--- config.mk ---
export PLATFORM = sky130hd
export DESIGN_NAME = length_prefixed_utf8_deframer
export DESIGN_NICKNAME = d
export VERILOG_FILES = /design/src/hw/rtl/lpud_pkg.sv /design/src/hw/rtl/lpud_core.sv /design/src/hw/rtl/lpud_out_reg.sv /design/src/hw/rtl/length_prefixed_utf8_deframer.sv
export SDC_FILE = /design/constraint.sdc
export NUM_CORES = 1
export LEC_CHECK = 0
export ABC_CLOCK_PERIOD_IN_PS = 5380
export BUFFER_PORTS_ARGS = -buffer_cell sky130_fd_sc_hd__buf_2
export CAP_MARGIN = 20
export CORE_ASPECT_RATIO = 1.5
export CORE_MARGIN = 10
export CORE_UTILIZATION = 50
export CTS_CLUSTER_DIAMETER = 30
export DETAILED_ROUTE_END_ITERATION = 10
export GPL_ROUTABILITY_DRIVEN = 0
export HOLD_SLACK_MARGIN = 0.06
export MAX_ROUTING_LAYER = met4
export PLACE_DENSITY = 0.68
export SYNTH_ARGS = -nofsm -noshare
export SYNTH_HDL_FRONTEND = slang
export SYNTH_SLANG_ARGS = --single-unit
--- constraint.sdc ---
create_clock -name clk -period 5.38 [get_ports clk]
set_clock_uncertainty 0.05 [all_clocks]
set_input_delay 1.345 -clock clk [delete_from_list [all_inputs] [get_ports clk]]
set_output_delay 1.345 -clock clk [all_outputs]
set_load 0.1 [all_outputs]
--- src/hw/rtl/lpud_pkg.sv ---
// ----------------------------------------------------------------------------
// lpud_pkg
// Shared types and constants for the length-prefixed UTF-8 deframer.
// ----------------------------------------------------------------------------
package lpud_pkg;

	localparam int unsigned LEN_W            = 32;
	localparam logic [LEN_W-1:0] MAX_LENGTH_RESET = 32'd1048576;

	localparam int unsigned STATUS_W = 3;
	typedef logic [STATUS_W-1:0] status_t;

	localparam status_t ST_OK        = 3'd0;
	localparam status_t ST_EOF       = 3'd1;
	localparam status_t ST_FRAMING   = 3'd2;
	localparam status_t ST_TOO_LARGE = 3'd3;
	localparam status_t ST_ENCODING  = 3'd4;

	localparam logic ACT_BYTE = 1'b0;
	localparam logic ACT_EOS  = 1'b1;

	typedef struct packed {
		logic       has_byte;
		logic [7:0] payload_byte;
		logic       last;
		status_t    status;
	} result_t;

endpackage

--- src/hw/rtl/lpud_core.sv ---
// ----------------------------------------------------------------------------
// lpud_core
// Frame state and per-byte update: prefix gathering, length checks,
// payload countdown and structural UTF-8 tracking.
// ----------------------------------------------------------------------------
module lpud_core (
	input  logic                   clk,
	input  logic                   arst_n,
	input  logic                   step,
	input  logic                   action,
	input  logic [7:0]             data,
	input  logic [lpud_pkg::LEN_W-1:0] max_length,
	output logic                   res_valid,
	output lpud_pkg::result_t      res
);
	import lpud_pkg::*;

	logic             in_payload_q;
	logic [1:0]       prefix_index_q;
	logic [LEN_W-1:0] length_accum_q;
	logic [LEN_W-1:0] bytes_left_q;
	logic [1:0]       pending_q;
	logic             enc_err_q;

	logic             in_payload_d;
	logic [1:0]       prefix_index_d;
	logic [LEN_W-1:0] length_accum_d;
	logic [LEN_W-1:0] bytes_left_d;
	logic [1:0]       pending_d;
	logic             enc_err_d;

	logic [LEN_W-1:0] accum_new;
	logic [LEN_W-1:0] left_dec;
	logic [1:0]       pend_u;
	logic             err_u;

	assign accum_new = length_accum_q | ({24'd0, data} << {prefix_index_q, 3'b000});
	assign left_dec  = bytes_left_q - LEN_W'(1);

	// structural UTF-8 step
	always_comb begin
		pend_u = pending_q;
		err_u  = enc_err_q;
		if (pending_q != 2'd0) begin
			if (data[7:6] != 2'b10) begin
				err_u  = 1'b1;
				pend_u = 2'd0;
			end else begin
				pend_u = pending_q - 2'd1;
			end
		end else if (data[7]) begin
			if (data[7:5] == 3'b110)
				pend_u = 2'd1;
			else if (data[7:4] == 4'b1110)
				pend_u = 2'd2;
			else if (data[7:3] == 5'b11110)
				pend_u = 2'd3;
			else
				err_u = 1'b1;
		end
	end

	always_comb begin
		in_payload_d   = in_payload_q;
		prefix_index_d = prefix_index_q;
		length_accum_d = length_accum_q;
		bytes_left_d   = bytes_left_q;
		pending_d      = pending_q;
		enc_err_d      = enc_err_q;
		res_valid      = 1'b0;
		res            = '0;
		if (action == ACT_EOS) begin
			in_payload_d   = 1'b0;
			prefix_index_d = 2'd0;
			length_accum_d = '0;
			bytes_left_d   = '0;
			pending_d      = 2'd0;
			enc_err_d      = 1'b0;
			res_valid      = 1'b1;
			res.last       = 1'b1;
			res.status     = ST_EOF;
		end else if (!in_payload_q) begin
			if (prefix_index_q != 2'd3) begin
				prefix_index_d = prefix_index_q + 2'd1;
				length_accum_d = accum_new;
			end else begin
				prefix_index_d = 2'd0;
				length_accum_d = '0;
				if (accum_new == '0) begin
					res_valid  = 1'b1;
					res.last   = 1'b1;
					res.status = ST_FRAMING;
				end else if (accum_new > max_length) begin
					res_valid  = 1'b1;
					res.last   = 1'b1;
					res.status = ST_TOO_LARGE;
				end else begin
					in_payload_d = 1'b1;
					bytes_left_d = accum_new;
				end
			end
		end else begin
			res_valid        = 1'b1;
			res.has_byte     = 1'b1;
			res.payload_byte = data;
			if (left_dec == '0) begin
				res.last       = 1'b1;
				res.status     = (err_u || pend_u != 2'd0) ? ST_ENCODING : ST_OK;
				in_payload_d   = 1'b0;
				bytes_left_d   = '0;
				pending_d      = 2'd0;
				enc_err_d      = 1'b0;
			end else begin
				bytes_left_d = left_dec;
				pending_d    = pend_u;
				enc_err_d    = err_u;
			end
		end
	end

	always_ff @(posedge clk or negedge arst_n) begin
		if (!arst_n) begin
			in_payload_q   <= 1'b0;
			prefix_index_q <= 2'd0;
			length_accum_q <= '0;
			bytes_left_q   <= '0;
			pending_q      <= 2'd0;
			enc_err_q      <= 1'b0;
		end else if (step) begin
			in_payload_q   <= in_payload_d;
			prefix_index_q <= prefix_index_d;
			length_accum_q <= length_accum_d;
			bytes_left_q   <= bytes_left_d;
			pending_q      <= pending_d;
			enc_err_q      <= enc_err_d;
		end
	end

	a_payload_count: assert property (@(posedge clk) disable iff (!arst_n)
		in_payload_q |-> bytes_left_q != '0)
		else $error("payload active with zero bytes left");

	a_prefix_idle: assert property (@(posedge clk) disable iff (!arst_n)
		in_payload_q |-> (prefix_index_q == 2'd0 && length_accum_q == '0))
		else $error("prefix state not cleared during payload");

	a_utf8_idle: assert property (@(posedge clk) disable iff (!arst_n)
		!in_payload_q |-> (pending_q == 2'd0 && !enc_err_q && bytes_left_q == '0))
		else $error("stale UTF-8 or count state outside payload");

endmodule

--- src/hw/rtl/lpud_out_reg.sv ---
// ----------------------------------------------------------------------------
// lpud_out_reg
// Result register on the output channel; refills in the cycle it drains.
// ----------------------------------------------------------------------------
module lpud_out_reg (
	input  logic              clk,
	input  logic              arst_n,
	input  logic              load,
	input  lpud_pkg::result_t load_res,
	input  logic              out_stall,
	output logic              ready,
	output logic              out_valid,
	output lpud_pkg::result_t out_res
);
	import lpud_pkg::*;

	logic    valid_s2;
	result_t res_s2;

	assign ready     = !valid_s2 || !out_stall;
	assign out_valid = valid_s2;
	assign out_res   = res_s2;

	always_ff @(posedge clk or negedge arst_n) begin
		if (!arst_n)
			valid_s2 <= 1'b0;
		else if (ready)
			valid_s2 <= load;
	end

	always_ff @(posedge clk) begin
		if (ready && load)
			res_s2 <= load_res;
	end

	a_cont_has_byte: assert property (@(posedge clk) disable iff (!arst_n)
		(valid_s2 && !res_s2.last) |-> (res_s2.has_byte && res_s2.status == ST_OK))
		else $error("non-final result without a payload byte");

	a_nobyte_zero: assert property (@(posedge clk) disable iff (!arst_n)
		(valid_s2 && !res_s2.has_byte) |-> (res_s2.last && res_s2.payload_byte == 8'd0))
		else $error("byte-less result is not a final report");

	a_status_range: assert property (@(posedge clk) disable iff (!arst_n)
		valid_s2 |-> res_s2.status <= ST_ENCODING)
		else $error("status code out of range");

endmodule

--- src/hw/rtl/length_prefixed_utf8_deframer.sv ---
// ----------------------------------------------------------------------------
// length_prefixed_utf8_deframer
// Splits a byte stream into frames carrying a 4-byte little-endian length
// prefix, forwards payload bytes and checks UTF-8 structure per frame.
// ----------------------------------------------------------------------------
// Input channel: in_valid/in_stall with action (0 byte, 1 end of stream)
// and data. Output channel: out_valid/out_stall with has_byte,
// payload_byte, last and status. Zero or one result per input transfer;
// prefix bytes give none unless the fourth one fails the length check.
// cfg_write/cfg_data load max_length; write it only while idle.
// Each input transfer is held in the input register, and its result in
// the result register, before it reaches the output channel.
// Throughput: one transfer per cycle while the receiver does not stall;
// the whole per-byte update is one pass between the two registers.
// Receiver stall holds the result register; the input register still drains
// items that produce no result, otherwise in_stall rises one item later.
// Reset clears all frame state and the pipeline and restores max_length to
// 1048576; the block then expects a fresh length prefix.
// ----------------------------------------------------------------------------
module length_prefixed_utf8_deframer (
	input  logic                       clk,
	input  logic                       arst_n,
	input  logic                       cfg_write,
	input  logic [lpud_pkg::LEN_W-1:0] cfg_data,
	input  logic                       in_valid,
	output logic                       in_stall,
	input  logic                       action,
	input  logic [7:0]                 data,
	output logic                       out_valid,
	input  logic                       out_stall,
	output logic                       has_byte,
	output logic [7:0]                 payload_byte,
	output logic                       last,
	output lpud_pkg::status_t          status
);
	import lpud_pkg::*;

	logic [LEN_W-1:0] max_length_q;
	logic             valid_s1;
	logic             action_s1;
	logic [7:0]       data_s1;
	logic             accept;
	logic             advance;
	logic             res_valid;
	logic             out_ready;
	result_t          res;
	result_t          out_res;

	assign advance  = valid_s1 && (!res_valid || out_ready);
	assign in_stall = valid_s1 && !advance;
	assign accept   = in_valid && !in_stall;

	always_ff @(posedge clk or negedge arst_n) begin
		if (!arst_n)
			max_length_q <= MAX_LENGTH_RESET;
		else if (cfg_write)
			max_length_q <= cfg_data;
	end

	always_ff @(posedge clk or negedge arst_n) begin
		if (!arst_n)
			valid_s1 <= 1'b0;
		else if (accept)
			valid_s1 <= 1'b1;
		else if (advance)
			valid_s1 <= 1'b0;
	end

	always_ff @(posedge clk) begin
		if (accept) begin
			action_s1 <= action;
			data_s1   <= data;
		end
	end

	lpud_core u_core (
		.clk        (clk),
		.arst_n     (arst_n),
		.step       (advance),
		.action     (action_s1),
		.data       (data_s1),
		.max_length (max_length_q),
		.res_valid  (res_valid),
		.res        (res)
	);

	lpud_out_reg u_out (
		.clk       (clk),
		.arst_n    (arst_n),
		.load      (advance && res_valid),
		.load_res  (res),
		.out_stall (out_stall),
		.ready     (out_ready),
		.out_valid (out_valid),
		.out_res   (out_res)
	);

	assign has_byte     = out_res.has_byte;
	assign payload_byte = out_res.payload_byte;
	assign last         = out_res.last;
	assign status       = out_res.status;

endmodule
# Word level (Yosys, flattened, before mapping)
# Index checks and enable logic that the tools add are counted.
# op_classes
bitwise	2
shifts	1
addsub	3
magnitude_cmp	1
n_eq_ne	9
div	0
multipliers	0
mux	50
reduce_logical	23
# ops
operator	count
2-to-1 mux 32 bit	9
logical NOT 32 bit	2
> comparator 32 bit	1
bitwise OR 32 bit	1
left shift 8 x 5 -> 32 bit	1
subtractor 32 x 1 -> 32 bit, second input constant	1
2-to-1 mux 2 bit	12
2-to-1 mux 1 bit	22
2-to-1 mux 4 bit	5
2-to-1 mux 9 bit	1
inequality test 3 x 2 -> 1 bit, second input constant	3
nonzero test 2 bit	4
inequality test 2 bit, second input constant	3
== test 5 bit, second input constant	1
logical AND 1 bit	5
logical NOT 1 bit	5
== test 4 bit, second input constant	1
AND reduction 2 bit	2
AND reduction 4 bit	1
== test 3 bit, second input constant	1
logical OR 1 bit	3
2-to-1 mux 3 bit	1
adder 2 x 1 -> 2 bit, second input constant	1
OR reduction 2 bit	1
other kinds (2)	2
# word_totals
romBits	0
in_bits	46
latch_bits	0
ramBits	0
ff_bits	126
elab_cells	104
n_memories	0

# Depth between registers and ports, before layout
# Gate-level depths: netlist (run 1).
# logic_depth
word_depth	16
ltp_mapped	14
mapped_depth_nobuf	11

# Modules after synthesis
# From an unflattened synthesis (run 1), not the netlist that was laid out.
# unflattened
hier_cells	802
hier_area_um2	7569.8
# modules_own_cells
mod	cells_per_inst	instances	area_per_inst_um2
lpud_core	700	1	5449.0
length_prefixed_utf8_deframer	85	1	1682.9
lpud_out_reg	17	1	437.9

# Worst setup path after synthesis (run 1)
# OpenSTA, ideal clock, no wires.
# synth_timing
path_kind	register to output
startpoint	reg u_core.prefix_index_q[1]
endpoint	out in_stall
t_arrival_ps	3205
setup_slack_ps	780
stages_incl_launch_ff	12
path_cell_list	dfrtp_1 -> and2_1 -> clkbuf_1 -> a21oi_1 -> inv_1 -> ha_1 -> nand4_1 -> a2111oi_0 -> o41ai_1 -> a31o_2 -> nand2_1 -> and3_1
# synth_via
elab_chain_cells	13
# synth_lines
element	line_no	source
start: declaration	lpud_core.sv:19	logic [1:0] prefix_index_q;
start signal: assignment	lpud_core.sv:131	prefix_index_q <= prefix_index_d;
left shift 8 x 5 -> 32 bit	lpud_core.sv:37	assign accum_new = length_accum_q | ({24'd0, data} << {prefix_index_q, 3'b000});
bitwise OR 32 bit	lpud_core.sv:37	
> comparator 32 bit	lpud_core.sv:93	end else if (accum_new > max_length) begin
2-to-1 mux 1 bit	lpud_core.sv:93	
2-to-1 mux 1 bit	lpud_core.sv:89	if (accum_new == '0) begin
2-to-1 mux 1 bit (*)	lpud_core.sv:83	if (prefix_index_q != 2'd3) begin
2-to-1 mux 1 bit (*)	lpud_core.sv:82	end else if (!in_payload_q) begin
2-to-1 mux 1 bit (*)	lpud_core.sv:72	if (action == ACT_EOS) begin
logical NOT 1 bit (*)	length_prefixed_utf8_deframer.sv:49	assign advance = valid_s1 && (!res_valid || out_ready);
logical OR 1 bit (*)	length_prefixed_utf8_deframer.sv:49	
logical AND 1 bit (*)	length_prefixed_utf8_deframer.sv:49	
logical NOT 1 bit (*)	length_prefixed_utf8_deframer.sv:50	assign in_stall = valid_s1 && !advance;
logical AND 1 bit (*)	length_prefixed_utf8_deframer.sv:50	
end: declaration	length_prefixed_utf8_deframer.sv:26	output logic in_stall,
# Mark *: on every way between the ends. The rest lies on a longest branch, timed or not.

# Worst setup path in the final report (run 1)
# Ends and elaborated chain as after synthesis.

==> impl_metrics.env, run 1 <==
export IMPL_status="complete, no violations"
export IMPL_antenna_found_initial=0
export IMPL_fmax_ghz=0.193
export IMPL_syn_avg_cell_area_um2=8.84
export IMPL_rows=54
export IMPL_final_core_util_pct=58.7
export IMPL_slew_headroom_pct=30.2
export IMPL_whs_endpoint="u_core.length_accum_q[14]"
export IMPL_max_vdd_ir_drop_uv=222
export IMPL_final_nets=973
export IMPL_crit_fanout=9
export IMPL_power_density_mw_per_mm2=591
export IMPL_htree_levels=4
export IMPL_ys_seq_elements=126
export IMPL_worst_hold_slack_ps=437
export IMPL_grt_pass1_vias=6935
export IMPL_worstSetupEndpointType="output port"
export IMPL_seq_area_mm2=0.00326
export IMPL_slew_viol_final=0
export IMPL_num_vias=6991
export IMPL_tightest_slew_ps=1050
export IMPL_grt_overflow_total=0
export IMPL_routedWlPerCell_um=21.4
export IMPL_cts_tree="built"
export IMPL_crit_chain="nor2b_2, a21oi_1, inv_1, ha_1, a21o_1, nand3_1, a2111oi_2, o41ai_2, a31o_2, nand2_1, and3_1, buf_6"
export IMPL_synthFlopType="dfrtp_1"
export IMPL_area_delta_synth_final_pct=14.3
export IMPL_track_usage_pct=23.7
export IMPL_dieArea_mm2=0.0205
export IMPL_rsz0062_at_grt="false"
export IMPL_layout_drive_gt1_share_pct=15.4
export IMPL_cp_start_kind="register"
export IMPL_drtIter0Drc=758
export IMPL_slowest_delay_ps=680
export IMPL_timing_reg2reg_setup_slack_ps=1320
export IMPL_reg2reg_depth=11
export IMPL_port_buffers=60
export IMPL_crit_arrival_ps=3770
export IMPL_fin_crit_ps=5170
export IMPL_wirelength_mm=23.5
export IMPL_grt_pass1_wl_mm=37.3
export IMPL_postLayoutCellArea_mm2=0.00861
export IMPL_ant_nets=0
export IMPL_hold_path_depth=1
export IMPL_hold_violations=0
export IMPL_die_y_um=170
export IMPL_placed_cells_incl_taps=1066
export IMPL_postCtsHoldBufs=0
export IMPL_multiInputGateArea_mm2=0.00385
export IMPL_grt_max_degree=74
export IMPL_fillers=1330
export IMPL_worstReg2RegStart="u_core.prefix_index_q[1]"
export IMPL_synthCells=852
export IMPL_seq_area_frac_synth_pct=43.3
export IMPL_finalSetupViolCount=0
export IMPL_clockBufferDepth=2
export IMPL_synthArstFlopShare_pct=82.5
export IMPL_start_util_pct=51.4
export IMPL_drcViolationCount=0
export IMPL_clock_sinks=126
export IMPL_cap_violations=0
export IMPL_place_area_mm2=0.00797
export IMPL_synth_edf_count=22
export IMPL_post_synth_num_cell_types=72
export IMPL_syn_area_mm2=0.00753
export IMPL_drt_first_pass_iters=5
export IMPL_period_share_pct=96.1
export IMPL_slowest_stage="o41ai_2"
export IMPL_instances_no_fill=1100
export IMPL_antenna_cells=0
export IMPL_hold_path_class="register to register"
export IMPL_synth_nets=934
export IMPL_r2r_end="u_core.bytes_left_q[7]"
export IMPL_ios=61
export IMPL_insertion_delay_ps=430
export IMPL_worstPathRequired_ps=3980
export IMPL_critPathKind="register to output port"
export IMPL_hold_path_startpoint="u_core.length_accum_q[14]"
export IMPL_clk_pin_slew_worst_paths_ps=60
export IMPL_synth_warnings=0
export IMPL_core_region_area_mm2=0.0147
export IMPL_cts_setup_buffers=0
export IMPL_root_buffer="clkbuf_16"
export IMPL_cts_buffers=17
export IMPL_hpwl_mm=16.8
export IMPL_vias_per_cell=6.36
export IMPL_chipWidth_um=120
export IMPL_finalSetupTns_ps=0
export IMPL_p_leak_uw=0.00423
metal layers:
layer	wire, um	GRT usage, %	share of wire [%]	vias up
met2	11600	38.4	49	339
met3	1510	4.70	6.4	103
met1	8820	26.2	38	3369
li1	-	-	-	3180
met4	1600	15.2	6.8	0
met5	0	-	0	-
synthesized netlist by cell type (16+ instances only):
library cell	n	area share [%]
a21o_1	46	4.6
a21oi_1	64	4.3
clkbuf_1	46	2.3
dfrtp_1	103	34
edfxtp_1	22	8.8
ha_1	36	6.0
inv_1	72	3.6
nand2_1	67	3.3
nand3_1	27	1.8
nand4_1	16	1.3
nor2_1	54	2.7
nor3_1	52	3.5
nor4_1	20	1.7
o21ai_0	69	4.6
layout make-up:
type | count | area share, %
clock buffer | 17 | 4.94
clock inverter | 15 | 1.60
inverter | 72 | 3.14
multi-input combinational | 599 | 44.7
sequential | 126 | 37.9
tap | 196 | 2.85
timing repair buffer | 75 | 4.90
sequential cells by signal, indices dropped and copies added (netlist names):
signal	flops
u_core.in_payload_q	1
action_s1	1
u_core.enc_err_q	1
max_length_q	32
u_out.out_valid	1
u_out.out_res	13
u_core.pending_q	2
valid_s1	1
data_s1	8
u_core.bytes_left_q	32
u_core.length_accum_q	32
u_core.prefix_index_q	2
report_power, final:
| group | switching (uW) | total (uW) | internal, uW |
|---|---|---|---|
| Combinational | 1620 | 2460 | 834 |
| Clock | 469 | 1110 | 640 |
| Sequential | 319 | 1520 | 1200 |
| Total | 2410 | 5090 | 2670 |
worst max-delay path, delay by kind of cell, from the launching register on:
kind | cells | cell delay (ps)
adders and majority gates | 1 | 310
AOI/OAI and AO/OA | 5 | 1600
DFF | 1 | 480
buffers and inverters | 2 | 270
and+or+nand+nor | 4 | 680
stage by stage:
step	power [uW]	worst slack (ps)
2_1_floorplan	3200	780
3_3_place_gp	3790	332
3_5_place_dp	3860	177
4_1_cts	4990	5.29
5_1_grt	5390	58.4
6_report	5090	211
how the worst max path moves through the flow:
stage	start	end	slack, ps	depth (start not counted)
after global placement	u_core.prefix_index_q[1]	in_stall	330	12
after floorplan	u_core.prefix_index_q[1]	in_stall	780	11
after CTS	u_core.prefix_index_q[1]	in_stall	5	13
after detailed placement	u_core.prefix_index_q[1]	in_stall	180	12
after global routing	u_core.prefix_index_q[0]	in_stall	60	14
final	u_core.prefix_index_q[1]	in_stall	210	12
cells in the final DEF (no fill, tap or decap), types with 8 or more instances in the layout:
master     instances
nand2_1           67
ha_1              36
o31ai_1           13
buf_2             58
nor3_1            52
nand3_1           27
a21oi_1           61
nand4_1           16
nor2_1            53
o21ai_0           69
buf_4             15
edfxtp_1          22
dfrtp_1          103
or3_1              8
a31oi_1            9
a21o_1            46
and2_1            10
nor4_1            18
clkbuf_16         17
inv_1             72
logic make-up after synthesis:
family                     count (synthesis)  synth area share (%)
buffers and inverters                    127                  6.64
DFF                                      126                  43.3
xor gates and xnor gates                   7                 0.913
adders and majority gates                 36                  5.98
and+or+nand+nor                          300                  21.4
muxes                                      2                 0.299
AOI/OAI and AO/OA                        254                  21.5
what timing repair did:
item | 4_1_cts | 5_1_grt
gates cloned | 0 | 0
setup endpoints to repair | 1 | 1
pin swaps | 0 | 2
hold endpoints to repair | 0 | 0
gates resized for setup | 2 | 14
Note: power is estimated with default switching activity, not from simulation.
==> run 2, diff against run 1 <==
--- a/config.mk
+++ b/config.mk
@@ -8,3 +8,2 @@
 export ABC_CLOCK_PERIOD_IN_PS = 5380
-export BUFFER_PORTS_ARGS = -buffer_cell sky130_fd_sc_hd__buf_2
 export CAP_MARGIN = 20
@@ -15,2 +14,3 @@
 export DETAILED_ROUTE_END_ITERATION = 10
+export DONT_BUFFER_PORTS = 1
 export GPL_ROUTABILITY_DRIVEN = 0
@@ -18,3 +18,2 @@
 export MAX_ROUTING_LAYER = met4
-export PLACE_DENSITY = 0.68
 export SYNTH_ARGS = -nofsm -noshare
==> constraint.sdc (replaced) <==
create_clock -name clk -period 5.38 [get_ports clk]
set_clock_uncertainty 0.05 [all_clocks]
set_input_delay 0.807 -clock clk [delete_from_list [all_inputs] [get_ports clk]]
set_output_delay 0.807 -clock clk [all_outputs]
set_load 0.1 [all_outputs]
==> run 2 against run 1 <==
  * Non-clock buffer count decreased by 63
  * Highest routed layer unchanged
  * Largest cell class unchanged
  * Core utilization decreased by 2.4 points
  * Cell count decreased by 5.7%
  * Die area unchanged
  * Maximum frequency increased by 2.2%
  * Power decreased by 2.5%
  * Register-to-register slack got worse by 210 ps
  * Combinational power decreased by 11%
  * Sequential share of layout area increased by 1.6 points
==> impl_metrics.env, run 2 (synthesized netlist as in run 1, its figures left out) <==
export IMPL_tightest_slew_ps=943
export IMPL_instances_no_fill=1037
export IMPL_fillers=1327
export IMPL_ant_nets=0
export IMPL_core_region_area_mm2=0.0147
export IMPL_placed_cells_incl_taps=1004
export IMPL_crit_fanout=9
export IMPL_grt_overflow_total=0
export IMPL_status="complete, no violations"
export IMPL_worstReg2RegStart="u_core.prefix_index_q[1]"
export IMPL_grt_pass1_vias=6553
export IMPL_final_nets=910
export IMPL_multiInputGateArea_mm2=0.00380
export IMPL_grt_pass1_wl_mm=35.7
export IMPL_hold_path_class="input port to asynchronous set/reset pin"
export IMPL_track_usage_pct=22.9
export IMPL_period_share_pct=94.0
export IMPL_die_y_um=170
export IMPL_p_leak_uw=0.00399
export IMPL_hold_violations=0
export IMPL_clock_sinks=126
export IMPL_finalSetupTns_ps=0
export IMPL_top_regs="max_length_q: 32 flops, u_core.bytes_left_q: 32 flops, u_core.length_accum_q: 32 flops"
export IMPL_ios=61
export IMPL_critPathKind="register to output port"
export IMPL_wirelength_mm=22.7
export IMPL_port_buffers=0
export IMPL_most_common_layout_cells="103 x dfrtp_1, 72 x inv_1, 69 x o21ai_0"
export IMPL_start_util_pct=51.4
export IMPL_cts_tree="built"
export IMPL_area_delta_synth_final_pct=9.65
export IMPL_final_common_cell="dfrtp_1"
export IMPL_root_buffer="clkbuf_16"
export IMPL_grt_max_degree=104
export IMPL_rows=54
export IMPL_num_vias=6542
export IMPL_clk_pin_slew_worst_paths_ps=60
export IMPL_power_density_mw_per_mm2=600
export IMPL_cap_violations=0
export IMPL_hpwl_mm=16.5
export IMPL_htree_levels=4
export IMPL_drt_first_pass_iters=5
export IMPL_cts_buffers=17
export IMPL_slew_headroom_pct=37.2
export IMPL_finalSetupViolCount=0
export IMPL_worstSetupEndpointType="output port"
export IMPL_fin_crit_ps=5060
export IMPL_routedWlPerCell_um=21.8
export IMPL_layout_drive_gt1_share_pct=7.97
export IMPL_rsz0062_at_grt="false"
export IMPL_worstPathRequired_ps=4520
export IMPL_max_vdd_ir_drop_uv=231
export IMPL_fmax_ghz=0.198
export IMPL_insertion_delay_ps=430
export IMPL_drcViolationCount=0
export IMPL_startpoint="u_core.prefix_index_q[1]"
export IMPL_slew_viol_final=0
export IMPL_clockBufferDepth=2
export IMPL_antenna_cells=0
export IMPL_vias_per_cell=6.31
export IMPL_chipWidth_um=120
export IMPL_cp_start_kind="register"
export IMPL_crit_arrival_ps=4200
export IMPL_drtIter0Drc=479
export IMPL_antenna_found_initial=0
export IMPL_dieArea_mm2=0.0205
export IMPL_seq_area_mm2=0.00326
## run 2: changes by cell type in the layout (fill, tap and decap cells not counted), moves of 2 or more
cell,delta
a2111oi_2,-2
buf_2,-58
clkinvlp_4,-3
a21oi_2,-3
nor4_2,-2
nor4_1,+2
inv_4,+2
buf_4,-4
a21oi_1,+3
## run 2: layer usage
metal | wire length [um] | global-route usage [%] | vias up
met5 | 0 | - | -
met2 | 11600 | 38.5 | 225
li1 | - | - | 3054
met4 | 1110 | 12.9 | 0
met1 | 8870 | 25.3 | 3199
met3 | 1080 | 3.71 | 64
## run 2: power by group
part | switching [uW] | leakage (uW) | internal (uW) | total (uW)
Combinational | 1390 | 0.00214 | 787 | 2180
Clock | 469 | 0.000278 | 657 | 1130
Sequential | 452 | 0.00157 | 1200 | 1650
Total | 2310 | 0.00399 | 2650 | 4960
## run 2: critical path, cell delays in order (launching register included)
cell,delay [ps]
dfrtp_1,450
and2_1,300
a21oi_1,370
inv_1,80
ha_1,320
nand4_1,250
nor4_1,670
nor2b_1,230
o31ai_1,180
a31o_2,290
nand2_1,150
and3_1,180
buf_4,290
## run 2: timing repair
action / in CTS / in global routing
setup endpoints to repair: 0 / 1
hold endpoints to repair: 103 / 0
hold buffers: 1 / 0
buffers inserted: 0 / 0
gates resized for setup: 0 / 2
## run 2: area by class of cell
| cell class | count | area share [%] |
|---|---|---|
| Clock buffer | 19 | 5.36 |
| Clock inverter | 13 | 1.53 |
| Inverter | 72 | 3.27 |
| Multi-Input combinational cell | 599 | 46.0 |
| Sequential cell | 126 | 39.5 |
| Tap cell | 196 | 2.97 |
| Timing Repair Buffer | 12 | 1.33 |
## run 2: final timing paths
kind	to	depth (start not counted)	slack, ps
worst max-delay path	in_stall	12	320
worst min-delay path	max_length_q[20]	0	160
worst max register to register	u_core.bytes_left_q[9]	12	1110
worst min register to register	u_core.length_accum_q[20]	1	460
max in group asynchronous	u_core.length_accum_q[1]	1	4600
min in group clk	max_length_q[20]	1	400
## run 2: per-stage QoR
stage	setup WS, ps	area [um^2]	utilization [%]	power, uW	hold slack, ps
after floorplan	1320	7530	-	3200	402
after global placement	670	7660	52.2	3730	434
after detailed placement	655	7660	52.2	3780	440
after CTS	181	8250	56.3	4940	153
after global routing	146	8260	56.3	5280	155
final	322	8260	56.3	4960	164
==> run 3, diff against run 2 <==
- CTS_BUF_LIST: unset -> sky130_fd_sc_hd__clkbuf_16
==> run 3 against run 2 <==
  * Die area unchanged
  * Count of clock-buffer cells in the layout down 2
  * Global-route usage about the same
  * Critical path type unchanged
  * Via count up 0.18%
  * Critical endpoint unchanged
  * Non-clock buffer count unchanged
  * Register-to-register slack worse by 60 ps
  * Flip-flop and latch count unchanged
  * Clock power about the same
==> impl_metrics.env, run 3 (synthesized netlist as in run 1, its figures left out) <==
export IMPL_crit_arrival_ps=4260
export IMPL_crit_chain="and2_1, a21oi_1, inv_1, ha_1, nand4_1, nor4_1, nor2b_1, o31ai_1, a31o_2, nand2_1, and3_1, buf_4"
export IMPL_die_y_um=170
export IMPL_fin_crit_ps=5120
export IMPL_swShare_pct=46.8
export IMPL_drtIter0Drc=508
export IMPL_timing_reg2reg_setup_slack_ps=1050
export IMPL_worstSetupEndpointType="output port"
export IMPL_pre_cts_ws_ps=655
export IMPL_ant_nets=0
export IMPL_hold_violations=0
export IMPL_ios=61
export IMPL_final_common_cell="dfrtp_1"
export IMPL_antenna_cells=0
export IMPL_crit_fanout=9
export IMPL_slew_viol_final=0
export IMPL_status="complete, no violations"
export IMPL_r2r_end="u_core.bytes_left_q[9]"
export IMPL_clock_power_share_pct=22.5
export IMPL_root_buffer="clkbuf_16"
export IMPL_fin_ws_ps=261
export IMPL_slew_headroom_pct=37.0
export IMPL_worstReg2RegStart="u_core.prefix_index_q[1]"
export IMPL_clock_sinks=126
export IMPL_htree_levels=4
export IMPL_reg2reg_depth=12
export IMPL_rsz0062_at_grt="false"
export IMPL_p_leak_uw=0.00400
export IMPL_grt_overflow_total=0
export IMPL_p_sw_uw=2310
export IMPL_hpwl_mm=16.5
export IMPL_placed_cells_incl_taps=1004
export IMPL_layout_drive_gt1_share_pct=7.97
export IMPL_cap_violations=0
export IMPL_worst_path_buf_inv=2
export IMPL_cp_top_family="simple AND/OR/NAND/NOR gates"
export IMPL_seq_power_share_pct=33.5
export IMPL_clk_pin_slew_worst_paths_ps=60
export IMPL_drt_first_pass_iters=5
export IMPL_critPathKind="register to output port"
export IMPL_area_delta_synth_final_pct=9.52
export IMPL_port_buffers=0
export IMPL_fmax_ghz=0.195
export IMPL_cp_start_kind="register"
export IMPL_max_vdd_ir_drop_uv=230
export IMPL_cts_tree="built"
export IMPL_finalSetupTns_ps=0
export IMPL_cts_buffers=17
export IMPL_dieArea_mm2=0.0205
export IMPL_final_nets=910
export IMPL_grt_max_degree=104
export IMPL_rows=54
export IMPL_wirelength_mm=22.6
export IMPL_start_util_pct=51.4
export IMPL_chipWidth_um=120
export IMPL_fillers=1329
export IMPL_insertion_delay_ps=440
export IMPL_antenna_found_initial=0
export IMPL_instances_no_fill=1037
export IMPL_drcViolationCount=0
export IMPL_worstPathRequired_ps=4520
export IMPL_vias_per_cell=6.32
export IMPL_period_share_pct=95.1
export IMPL_top_regs="max_length_q: 32 flops, u_core.bytes_left_q: 32 flops, u_core.length_accum_q: 32 flops"
export IMPL_core_region_area_mm2=0.0147
export IMPL_clockBufferDepth=2
export IMPL_power_density_mw_per_mm2=599
export IMPL_routedWlPerCell_um=21.8
export IMPL_combinationalPowerShare_pct=44.0
export IMPL_tightest_slew_ps=945
export IMPL_grt_pass1_vias=6557
export IMPL_hold_path_class="input port to asynchronous set/reset pin"
export IMPL_track_usage_pct=22.9
export IMPL_slowest_stage="nor4_1"
export IMPL_most_common_layout_cells="103 x dfrtp_1, 73 x inv_1, 69 x o21ai_0"
export IMPL_grt_pass1_wl_mm=35.7
export IMPL_slowest_delay_ps=700
export IMPL_finalSetupViolCount=0
export IMPL_p_int_uw=2630
export IMPL_num_vias=6554
## run 3: cell types whose count changed in the layout (fill, tap and decap cells not counted)
cell / previous run / this run
inv_2: 0 / 1
inv_1: 72 / 73
clkbuf_1: 1 / 0
clkbuf_8: 1 / 0
## run 3: layer usage
| layer | vias up | share of wire, % | GRT usage [%] |
|---|---|---|---|
| met5 | - | 0 | - |
| met3 | 65 | 4.8 | 3.71 |
| met4 | 0 | 5.0 | 12.9 |
| li1 | 3053 | - | - |
| met2 | 211 | 51 | 38.6 |
| met1 | 3225 | 39 | 25.3 |
## run 3: worst max path at each step
stage	end	cells past startpoint	startpoint	slack, ps
after floorplan	in_stall	11	u_core.prefix_index_q[1]	1320
after global placement	in_stall	11	u_core.prefix_index_q[1]	670
after detailed placement	in_stall	11	u_core.prefix_index_q[1]	660
after CTS	in_stall	11	u_core.prefix_index_q[1]	180
after global routing	in_stall	12	u_core.prefix_index_q[1]	150
final	in_stall	12	u_core.prefix_index_q[1]	260
## run 3: power by group through the flow
stage / clock (uW) / combinational, uW / sequential (uW)
2_1_floorplan: 0 / 1680 / 1520
3_3_place_gp: 0 / 2080 / 1650
3_5_place_dp: 0 / 2120 / 1660
4_1_cts: 1120 / 2150 / 1650
5_1_grt: 1160 / 2410 / 1690
6_report: 1110 / 2180 / 1650
## run 3: area by class of cell
class                      count  area (um^2)  area share [%]
sequential                   126         3260            39.6
inverter                      72          270            3.28
clock buffer                  17          425            5.16
multi-input combinational    599         3800            46.1
timing repair buffer          12          110            1.33
tap                          196          245            2.97
clock inverter                15          134            1.62
## run 3: what timing repair did
action / in CTS / in global routing
hold buffers: 1 / 0
endpoints found under the setup margin: 0 / 1
setup buffers: 0 / 0
hold endpoints to repair: 103 / 0
resized for setup: 0 / 2
## run 3: per-stage QoR
step | total power (uW) | hold WS, ps | area [um^2] | util (%)
global route | 5270 | 155 | 8250 | 56.3
finish | 4940 | 162 | 8250 | 56.3
global placement | 3730 | 434 | 7660 | 52.2
floorplan | 3200 | 402 | 7530 | -
detailed placement | 3780 | 440 | 7660 | 52.2
CTS | 4920 | 153 | 8240 | 56.2
